$ cat src/rtl/seven_segment_display_frame_builder_top_macros.svh
// Assertion macros used by the display frame builder back part.
`ifndef SEVEN_SEGMENT_DISPLAY_FRAME_BUILDER_TOP_MACROS_SVH
`define SEVEN_SEGMENT_DISPLAY_FRAME_BUILDER_TOP_MACROS_SVH

// Same-cycle implication, checked on clk, suspended during rst.
`define SSDFB_ASSERT_NOW(label, ante, cons) \
  label: assert property (@(posedge clk) disable iff (rst) (ante) |-> (cons)) \
    else $error("same-cycle check failed");

// Next-cycle implication, checked on clk, suspended during rst.
`define SSDFB_ASSERT_NEXT(label, ante, cons) \
  label: assert property (@(posedge clk) disable iff (rst) (ante) |=> (cons)) \
    else $error("next-cycle check failed");

`endif

$ cat src/rtl/ssdfb_pkg.sv
// Types, command codes and tables for the display frame builder.
`timescale 1ns / 1ps
package ssdfb_pkg;

  typedef enum logic [1:0] {
    KIND_DEC    = 2'd0,
    KIND_RAW    = 2'd1,
    KIND_SINGLE = 2'd2,
    KIND_BRIGHT = 2'd3
  } kind_t;

  typedef enum logic [2:0] {
    ST_IDLE,
    ST_DATA_CMD,
    ST_ADDR_CMD,
    ST_BYTE0,
    ST_BYTE1,
    ST_BYTE2,
    ST_BYTE3,
    ST_BRIGHT
  } step_t;

  localparam logic [7:0]  CMD_DATA        = 8'h40;
  localparam logic [7:0]  CMD_ADDR        = 8'hC0;
  localparam logic [7:0]  CMD_BRIGHT_BASE = 8'h87;
  localparam logic [7:0]  CMD_DISPLAY_OFF = 8'h80;
  localparam logic [7:0]  DOT_BIT         = 8'h80;
  localparam logic [3:0]  BRIGHT_MAX      = 4'd8;
  localparam logic [13:0] NUM_WRAP        = 14'd10000;

  localparam logic [7:0] SEG_PATTERN [0:9] = '{
    8'h3f, 8'h06, 8'h5b, 8'h4f, 8'h66, 8'h6d, 8'h7d, 8'h07, 8'h7f, 8'h6f
  };

  // One classified request as it waits between the front and the back.
  typedef struct packed {
    kind_t       kind;
    logic [13:0] value;
    logic        sep;
    logic [7:0]  seg_first;
    logic [7:0]  seg_second;
    logic [7:0]  seg_third;
    logic [7:0]  seg_fourth;
    logic [7:0]  bright_cmd;
  } entry_t;

  typedef struct packed {
    logic full;
    logic avail;
  } q_stat_t;

endpackage

$ cat src/rtl/ssdfb_front.sv
// Front part: classify a request and reduce its operands.
`timescale 1ns / 1ps
module ssdfb_front (
  input  logic [1:0]       req_type,
  input  logic [13:0]      number,
  input  logic             separator,
  input  logic [7:0]       seg_first,
  input  logic [7:0]       seg_second,
  input  logic [7:0]       seg_third,
  input  logic [7:0]       seg_fourth,
  input  logic [3:0]       level,
  output ssdfb_pkg::entry_t entry
);

  logic [3:0] lvl_sat;

  always_comb begin
    lvl_sat = (level > ssdfb_pkg::BRIGHT_MAX) ? ssdfb_pkg::BRIGHT_MAX : level;
    entry.kind       = ssdfb_pkg::kind_t'(req_type);
    // number is below twice the wrap, so one compare and subtract is the modulo
    entry.value      = (number >= ssdfb_pkg::NUM_WRAP) ? number - ssdfb_pkg::NUM_WRAP
                                                       : number;
    entry.sep        = separator;
    entry.seg_first  = seg_first;
    entry.seg_second = seg_second;
    entry.seg_third  = seg_third;
    entry.seg_fourth = seg_fourth;
    entry.bright_cmd = (lvl_sat == 4'd0) ? ssdfb_pkg::CMD_DISPLAY_OFF
                                         : ssdfb_pkg::CMD_BRIGHT_BASE + {4'd0, lvl_sat};
  end

endmodule

$ cat src/rtl/ssdfb_queue.sv
// Short queue of classified requests between front and back.
`timescale 1ns / 1ps
module ssdfb_queue #(
  parameter int DEPTH = 2
) (
  input  logic              clk,
  input  logic              rst,
  input  logic              wr_en,
  input  ssdfb_pkg::entry_t wr_data,
  input  logic              rd_en,
  output ssdfb_pkg::entry_t rd_data,
  output ssdfb_pkg::q_stat_t stat
);

  localparam int PTR_W = (DEPTH > 1) ? $clog2(DEPTH) : 1;
  localparam int CNT_W = $clog2(DEPTH + 1);

  ssdfb_pkg::entry_t slots [DEPTH];
  logic [PTR_W-1:0] wr_ptr;
  logic [PTR_W-1:0] rd_ptr;
  logic [CNT_W-1:0] count;

  function automatic logic [PTR_W-1:0] bump(input logic [PTR_W-1:0] p);
    return (p == PTR_W'(DEPTH - 1)) ? '0 : p + PTR_W'(1);
  endfunction

  always_ff @(posedge clk) begin
    if (wr_en) begin
      slots[wr_ptr] <= wr_data;
    end
  end

  always_ff @(posedge clk) begin
    if (rst) begin
      wr_ptr <= '0;
      rd_ptr <= '0;
      count  <= '0;
    end else begin
      if (wr_en) begin
        wr_ptr <= bump(wr_ptr);
      end
      if (rd_en) begin
        rd_ptr <= bump(rd_ptr);
      end
      if (wr_en && !rd_en) begin
        count <= count + CNT_W'(1);
      end else if (rd_en && !wr_en) begin
        count <= count - CNT_W'(1);
      end
    end
  end

  assign rd_data    = slots[rd_ptr];
  assign stat.full  = (count == CNT_W'(DEPTH));
  assign stat.avail = (count != '0);

endmodule

$ cat src/rtl/ssdfb_back.sv
// Back part: step through the bytes of each request into the output register.
`timescale 1ns / 1ps
`include "seven_segment_display_frame_builder_top_macros.svh"
module ssdfb_back (
  input  logic               clk,
  input  logic               rst,
  input  ssdfb_pkg::entry_t  head,
  input  ssdfb_pkg::q_stat_t qstat,
  output logic               q_pop,
  input  logic               pop,
  output logic               empty,
  output logic [7:0]         frame_byte,
  output logic               start_before,
  output logic               stop_after,
  output logic               last
);

  ssdfb_pkg::step_t  st;
  ssdfb_pkg::step_t  st_next;
  ssdfb_pkg::entry_t cur;
  logic [13:0]       rem;
  logic              out_valid;

  logic        adv;
  logic        is_final;
  logic        take;
  logic [1:0]  place_idx;
  logic [3:0]  digit;
  logic [13:0] rem_rest;
  logic [7:0]  byte_val;
  logic        start_val;
  logic        stop_val;

  // digit value times the decimal place selected for this byte
  function automatic logic [13:0] place_mult(input logic [1:0] idx, input int j);
    logic [13:0] r;
    case (idx)
      2'd0:    r = 14'(1000 * j);
      2'd1:    r = 14'(100 * j);
      2'd2:    r = 14'(10 * j);
      default: r = 14'(j);
    endcase
    return r;
  endfunction

  function automatic ssdfb_pkg::step_t first_step(input ssdfb_pkg::kind_t k);
    return (k == ssdfb_pkg::KIND_BRIGHT) ? ssdfb_pkg::ST_BRIGHT : ssdfb_pkg::ST_DATA_CMD;
  endfunction

  assign adv      = (st != ssdfb_pkg::ST_IDLE) && (!out_valid || pop);
  assign is_final = (st == ssdfb_pkg::ST_BRIGHT) || (st == ssdfb_pkg::ST_BYTE3) ||
                    ((st == ssdfb_pkg::ST_BYTE0) && (cur.kind == ssdfb_pkg::KIND_SINGLE));
  assign take     = qstat.avail && ((st == ssdfb_pkg::ST_IDLE) || (adv && is_final));
  assign q_pop    = take;
  assign empty    = !out_valid;

  // next step
  always_comb begin
    st_next = st;
    case (st)
      ssdfb_pkg::ST_IDLE: begin
        if (take) begin
          st_next = first_step(head.kind);
        end
      end
      ssdfb_pkg::ST_DATA_CMD: if (adv) st_next = ssdfb_pkg::ST_ADDR_CMD;
      ssdfb_pkg::ST_ADDR_CMD: if (adv) st_next = ssdfb_pkg::ST_BYTE0;
      ssdfb_pkg::ST_BYTE0, ssdfb_pkg::ST_BYTE1, ssdfb_pkg::ST_BYTE2,
      ssdfb_pkg::ST_BYTE3, ssdfb_pkg::ST_BRIGHT: begin
        if (adv) begin
          if (is_final) begin
            st_next = take ? first_step(head.kind) : ssdfb_pkg::ST_IDLE;
          end else begin
            case (st)
              ssdfb_pkg::ST_BYTE0: st_next = ssdfb_pkg::ST_BYTE1;
              ssdfb_pkg::ST_BYTE1: st_next = ssdfb_pkg::ST_BYTE2;
              default:             st_next = ssdfb_pkg::ST_BYTE3;
            endcase
          end
        end
      end
      default: st_next = ssdfb_pkg::ST_IDLE;
    endcase
  end

  // decimal digit of the current place: parallel compares against constant multiples
  always_comb begin
    case (st)
      ssdfb_pkg::ST_BYTE1: place_idx = 2'd1;
      ssdfb_pkg::ST_BYTE2: place_idx = 2'd2;
      ssdfb_pkg::ST_BYTE3: place_idx = 2'd3;
      default:             place_idx = 2'd0;
    endcase
    digit    = '0;
    rem_rest = rem;
    for (int j = 1; j < 10; j++) begin
      if (rem >= place_mult(place_idx, j)) begin
        digit    = 4'(j);
        rem_rest = rem - place_mult(place_idx, j);
      end
    end
  end

  // byte and framing for the current step
  always_comb begin
    byte_val  = '0;
    start_val = 1'b0;
    stop_val  = 1'b0;
    case (st)
      ssdfb_pkg::ST_DATA_CMD: begin
        byte_val  = ssdfb_pkg::CMD_DATA;
        start_val = 1'b1;
        stop_val  = 1'b1;
      end
      ssdfb_pkg::ST_ADDR_CMD: begin
        byte_val  = ssdfb_pkg::CMD_ADDR;
        start_val = 1'b1;
      end
      ssdfb_pkg::ST_BYTE0, ssdfb_pkg::ST_BYTE1, ssdfb_pkg::ST_BYTE2,
      ssdfb_pkg::ST_BYTE3: begin
        stop_val = is_final;
        if (cur.kind == ssdfb_pkg::KIND_DEC) begin
          byte_val = ssdfb_pkg::SEG_PATTERN[digit];
          if ((st == ssdfb_pkg::ST_BYTE1) && cur.sep) begin
            byte_val = byte_val | ssdfb_pkg::DOT_BIT;
          end
        end else begin
          case (st)
            ssdfb_pkg::ST_BYTE0: byte_val = cur.seg_first;
            ssdfb_pkg::ST_BYTE1: byte_val = cur.seg_second;
            ssdfb_pkg::ST_BYTE2: byte_val = cur.seg_third;
            default:             byte_val = cur.seg_fourth;
          endcase
        end
      end
      ssdfb_pkg::ST_BRIGHT: begin
        byte_val  = cur.bright_cmd;
        start_val = 1'b1;
        stop_val  = 1'b1;
      end
      default: byte_val = '0;
    endcase
  end

  always_ff @(posedge clk) begin
    if (rst) begin
      st        <= ssdfb_pkg::ST_IDLE;
      out_valid <= 1'b0;
    end else begin
      st <= st_next;
      if (adv) begin
        out_valid <= 1'b1;
      end else if (pop) begin
        out_valid <= 1'b0;
      end
    end
  end

  always_ff @(posedge clk) begin
    if (take) begin
      cur <= head;
      rem <= head.value;
    end else if (adv && (st inside {ssdfb_pkg::ST_BYTE0, ssdfb_pkg::ST_BYTE1,
                                    ssdfb_pkg::ST_BYTE2, ssdfb_pkg::ST_BYTE3})) begin
      rem <= rem_rest;
    end
    if (adv) begin
      frame_byte   <= byte_val;
      start_before <= start_val;
      stop_after   <= stop_val;
      last         <= is_final;
    end
  end

  `SSDFB_ASSERT_NEXT(a_final_marks_last, adv && is_final, out_valid && last)
  `SSDFB_ASSERT_NEXT(a_inner_not_last, adv && !is_final, !last && st != ssdfb_pkg::ST_IDLE)
  `SSDFB_ASSERT_NEXT(a_idle_picks_up, st == ssdfb_pkg::ST_IDLE && qstat.avail, st != ssdfb_pkg::ST_IDLE)
  `SSDFB_ASSERT_NOW(a_bright_kind, st == ssdfb_pkg::ST_BRIGHT, cur.kind == ssdfb_pkg::KIND_BRIGHT)

endmodule

$ cat src/rtl/seven_segment_display_frame_builder_top.sv
// Top level of the four-digit seven-segment display frame builder.
`timescale 1ns / 1ps
// Turns each display request into the framed command bytes the display
// controller expects, one result item per byte. Decimal and raw requests give
// six items (0x40, 0xC0, four segment bytes), a single-byte request three, a
// brightness request one. Items come out one per cycle from the output
// register while the receiver keeps popping and requests are queued; the input
// side takes a new item every cycle while the request queue (QUEUE_DEPTH
// entries) has room, so classification of later requests overlaps the byte
// stream of earlier ones.
module seven_segment_display_frame_builder_top #(
  parameter int QUEUE_DEPTH = 2
) (
  input  logic        clk,
  input  logic        rst,
  // request side
  input  logic        push,
  output logic        full,
  input  logic [1:0]  req_type,
  input  logic [13:0] number,
  input  logic        separator,
  input  logic [7:0]  seg_first,
  input  logic [7:0]  seg_second,
  input  logic [7:0]  seg_third,
  input  logic [7:0]  seg_fourth,
  input  logic [3:0]  level,
  // result side
  output logic        empty,
  input  logic        pop,
  output logic [7:0]  frame_byte,
  output logic        start_before,
  output logic        stop_after,
  output logic        last
);

  ssdfb_pkg::entry_t  front_entry;
  ssdfb_pkg::entry_t  head;
  ssdfb_pkg::q_stat_t qstat;
  logic               q_pop;

  // Classify the request, reduce the number modulo 10000, build brightness cmd.
  ssdfb_front u_front (
    .req_type   (req_type),
    .number     (number),
    .separator  (separator),
    .seg_first  (seg_first),
    .seg_second (seg_second),
    .seg_third  (seg_third),
    .seg_fourth (seg_fourth),
    .level      (level),
    .entry      (front_entry)
  );

  // Hold classified requests so the input side stalls only when this fills.
  ssdfb_queue #(
    .DEPTH (QUEUE_DEPTH)
  ) u_queue (
    .clk     (clk),
    .rst     (rst),
    .wr_en   (push && !qstat.full),
    .wr_data (front_entry),
    .rd_en   (q_pop),
    .rd_data (head),
    .stat    (qstat)
  );

  assign full = qstat.full;

  // Advance through the bytes of each request, one per cycle the output frees.
  ssdfb_back u_back (
    .clk          (clk),
    .rst          (rst),
    .head         (head),
    .qstat        (qstat),
    .q_pop        (q_pop),
    .pop          (pop),
    .empty        (empty),
    .frame_byte   (frame_byte),
    .start_before (start_before),
    .stop_after   (stop_after),
    .last         (last)
  );

endmodule

$ cat config.mk
export PLATFORM = sky130hd
export DESIGN_NAME = seven_segment_display_frame_builder_top
export DESIGN_NICKNAME = d
export VERILOG_FILES = /design/src/rtl/ssdfb_pkg.sv /design/src/rtl/ssdfb_front.sv /design/src/rtl/ssdfb_queue.sv /design/src/rtl/ssdfb_back.sv /design/src/rtl/seven_segment_display_frame_builder_top.sv
export VERILOG_INCLUDE_DIRS = /design/src /design/src/rtl
export SDC_FILE = /design/constraint.sdc
export NUM_CORES = 1
export LEC_CHECK = 0
export BUFFER_PORTS_ARGS = -buffer_cell sky130_fd_sc_hd__buf_2
export CAP_MARGIN = 5
export CORE_ASPECT_RATIO = 1.75
export CORE_MARGIN = 3
export CORE_UTILIZATION = 55
export CTS_CLUSTER_DIAMETER = 30
export DETAILED_ROUTE_END_ITERATION = 12
export HOLD_SLACK_MARGIN = 0.06
export PLACE_DENSITY_LB_ADDON = 0.08
export SYNTH_ARGS = -nofsm -noshare
export SYNTH_HDL_FRONTEND = slang
export SYNTH_SLANG_ARGS = --single-unit
$ cat constraint.sdc
create_clock -name clk -period 16.3 [get_ports clk]
set_clock_uncertainty 0.1 [all_clocks]
set_input_delay 1.63 -clock clk [delete_from_list [all_inputs] [get_ports clk]]
set_output_delay 1.63 -clock clk [all_outputs]
set_load 0.01 [all_outputs]
==> out/results.txt <==
outcome: completed
register area share after synthesis: 44.5%
CTS Buffer Depth: 2
Hold-fix buffers, CTS: 0
Post-CTS Resized: 0
# DRC: 0
Area Growth Syn to Fin: 9.28%
Avg Cell Area, Syn: 10.3 um^2
vias per cell: 6.50
Buf+Inv Stages, Crit Path: 3
yosys warns: 0
Final Max Tran Viols: 0
CP startpoint kind: flop
Initial DRT Pass Iterations: 6
Vert. Die Dim: 202 um
final hold vios: 0
# setup viols final: 0
endpoint class of the critical path: flop
max incr delay on CP: 0.98 ns
relative max-transition margin: 22.3%
via count: 9,884
Core Box Area: 21,600 um^2
hpwl dp: 30,200 um
die area: 23,800 um^2
critical path class: flop to flop
Starting Density: 55.9%
Post-Synthesis Cells: 1,173
GRT Overall Usage: 33.3%
largest net degree at the start of global routing: 58
fin nets: 1,351
Worst R2R End: u_back.rem[11]
EDFF count, synth: 173
1st-iter DRT viols: 882
GPL Wtd Cong: 1.03
CP Max Fanout: 27
antenna violations before repair: 0
Mapped Area: 12,100 um^2
Die X: 118 um
Cell variety after synth: 87
worst path required time: 16.47 ns
n_diodes: 0
ys flop type: edfxtp_1
setup bufs post-CTS: 0
worst r2r src: u_back.st[0]
vias in the first global route: 10,000
DR WL/cell: 26.0 um
CTS tree: built
CP top delay family: compound AO/OA/AOI/OAI gates
io pins: 70
Min Hold Slack: 0.419 ns
Routed Antenna Nets: 0
slowest library cell on the worst path: o311ai_0
Hold Path Cell Cnt: 2
Achievable Freq: 0.128 GHz
# rows: 71
aggregate routed wire length: 39,500 um
number of buffers created by CTS: 17
final setup TNS: 0 ns
WHS Endpoint: u_queue.count[1]
first-pass GRT wire length: 58,900 um
final core occ: 61.1%
H-tree Lvls: 4
most used cell, CP: a21oi_1
r2r worst-path depth: 25
maxcap violations: 0
hold_sp: u_queue.count[1]
Port Buffers: 69
Hold WC Path Type: flop to flop
RSZ-0062 raised after global routing: no
total grt overflow: 0
final worst path period share: 47.9%
share of layout cells above drive strength 1: 15.6%
CTS root buf: clkbuf_16
worst skew pair latency: 0.43 ns
R2R Setup Slk: 8.50 ns
clock sink count: 182
worst path arrival time: 7.97 ns
CTS clk-pin slew, worst paths: 0.07 ns
Tightest Pin Transition: 1.16 ns
FF+latch count, synth: 182
fin crit period: 7.80 ns
Async SR Flop Fraction: 0%
[how the worst max path moves through the flow]
stage,from,end,cells past startpoint
2_1_floorplan,u_back.st[1],u_back.rem[13],27
4_1_cts,u_back.st[0],u_back.rem[11],24
3_3_place_gp,u_back.st[0],u_back.rem[11],23
6_report,u_back.st[0],u_back.rem[11],25
3_5_place_dp,u_back.st[0],u_back.rem[11],24
5_1_grt,u_back.st[0],u_back.rem[13],25
[synth_stat cells (6+ instances only)]
cell / instances / area share (%)
edfxtp_1: 173 / 43
nand2_1: 99 / 3.1
a21oi_1: 94 / 3.9
nor2_1: 83 / 2.6
ha_1: 73 / 7.6
o21ai_0: 58 / 2.4
mux2_2: 43 / 4.0
xnor2_1: 39 / 2.8
inv_1: 37 / 1.1
clkbuf_1: 31 / 0.96
nand3_1: 29 / 1.2
nor3_1: 26 / 1.1
nor2b_1: 22 / 1.1
o21ai_1: 21 / 0.87
a211oi_1: 20 / 1.2
nand2b_1: 20 / 1.0
xor2_1: 20 / 1.5
buf_2: 14 / 0.58
a21o_1: 13 / 0.81
mux2i_1: 13 / 1.1
a31oi_1: 12 / 0.62
o22ai_1: 10 / 0.52
buf_1: 9 / 0.28
dfxtp_1: 9 / 1.5
nand4_1: 9 / 0.47
o211ai_1: 9 / 0.56
o21a_1: 9 / 0.56
o221ai_1: 9 / 0.65
and2_1: 8 / 0.41
nor4_1: 8 / 0.41
a22oi_1: 7 / 0.44
o21bai_1: 7 / 0.44
and3_1: 6 / 0.31
fa_1: 6 / 0.99
or2_2: 6 / 0.31
[through the flow]
step | instance area, um^2 | instances | worst slack (ns)
floorplan | 12100 | 1174 | 10.37
global placement | 12600 | 1488 | 8.90
detailed placement | 12600 | 1488 | 8.70
CTS | 13200 | 1520 | 8.67
global route | 13200 | 1520 | 7.84
finish | 13200 | 1520 | 8.50
[routing by layer]
metal | routed length [um] | GRT usage, % | share of wire (%)
met1 | 12500 | 31.3 | 32
met2 | 20800 | 61.2 | 53
met3 | 2030 | 5.94 | 5.1
met4 | 4130 | 28.7 | 10
met5 | 0 | 0 | 0
[cell families (layout without fill, tap and decap cells)]
logic type / Yosys count / after routing / share of synthesized area, %
compound gates: 347 / 347 / 19.7
xor+xnor: 59 / 59 / 4.28
fa+ha+maj: 79 / 79 / 8.56
buf+inv: 101 / 155 / 3.63
flops: 182 / 182 / 44.5
mux: 56 / 56 / 5.09
other cells: 1 / 2 / 0.0310
simple gates: 348 / 348 / 14.2
[area by class of cell]
class                   instances  area (um^2)
clock buffers                  18          429
clock inverters                14          146
fillers                      1867         8390
inverters                      39          146
multi-input cells             891         6280
flip-flops and latches        182         5380
well taps                     292          365
repair buffers                 84          458
[state kept, by name, summed over array words and instances, names as in the netlist, named ones only]
name,count
u_queue.slots,108
u_back.cur,40
u_back.rem,14
u_back.frame_byte,8
u_back.st,3
u_queue.count,2
u_back.last,1
u_back.out_valid,1
u_back.start_before,1
u_back.stop_after,1
u_queue.rd_ptr,1
u_queue.wr_ptr,1
[cell usage in the layout (no fill, tap or decap), types with 10 or more instances in the layout]
master,instances
a31oi_1,12
ha_1,73
mux2_2,43
buf_4,15
a211oi_1,20
xor2_1,20
o22ai_1,10
xnor2_1,39
mux2i_1,13
nor3_1,26
inv_1,36
edfxtp_1,173
buf_2,69
a21oi_1,94
clkbuf_16,17
nand3_1,29
o21ai_0,58
nand2b_1,20
nor2b_1,22
nand2_1,99
o21ai_1,21
nor2_1,82
a21o_1,13
[worst reg2reg max path, cell delays in order, from the launching register on]
cell and delay (ns):
dfxtp_1 0.86, clkinv_1 0.45, nor2_1 0.18, o21ai_1 0.30, inv_1 0.29, ha_1 0.39, inv_1 0.23, ha_1 0.34
nor2b_1 0.13, o211ai_1 0.16, a31oi_1 0.11, or4_1 0.74, nor2_1 0.20, a21oi_1 0.06, nor2_1 0.10, a21oi_1 0.07
ha_1 0.35, a21oi_1 0.18, a2111oi_0 0.16, o311ai_0 0.98, a21oi_1 0.19, xnor2_1 0.19, o211ai_1 0.17, nor4b_1 0.42
o221ai_1 0.17, o221ai_1 0.11
Power is left out: the tool's default activity adds up to more than one toggle a clock period on the data nets, which glitch-free logic cannot reach.
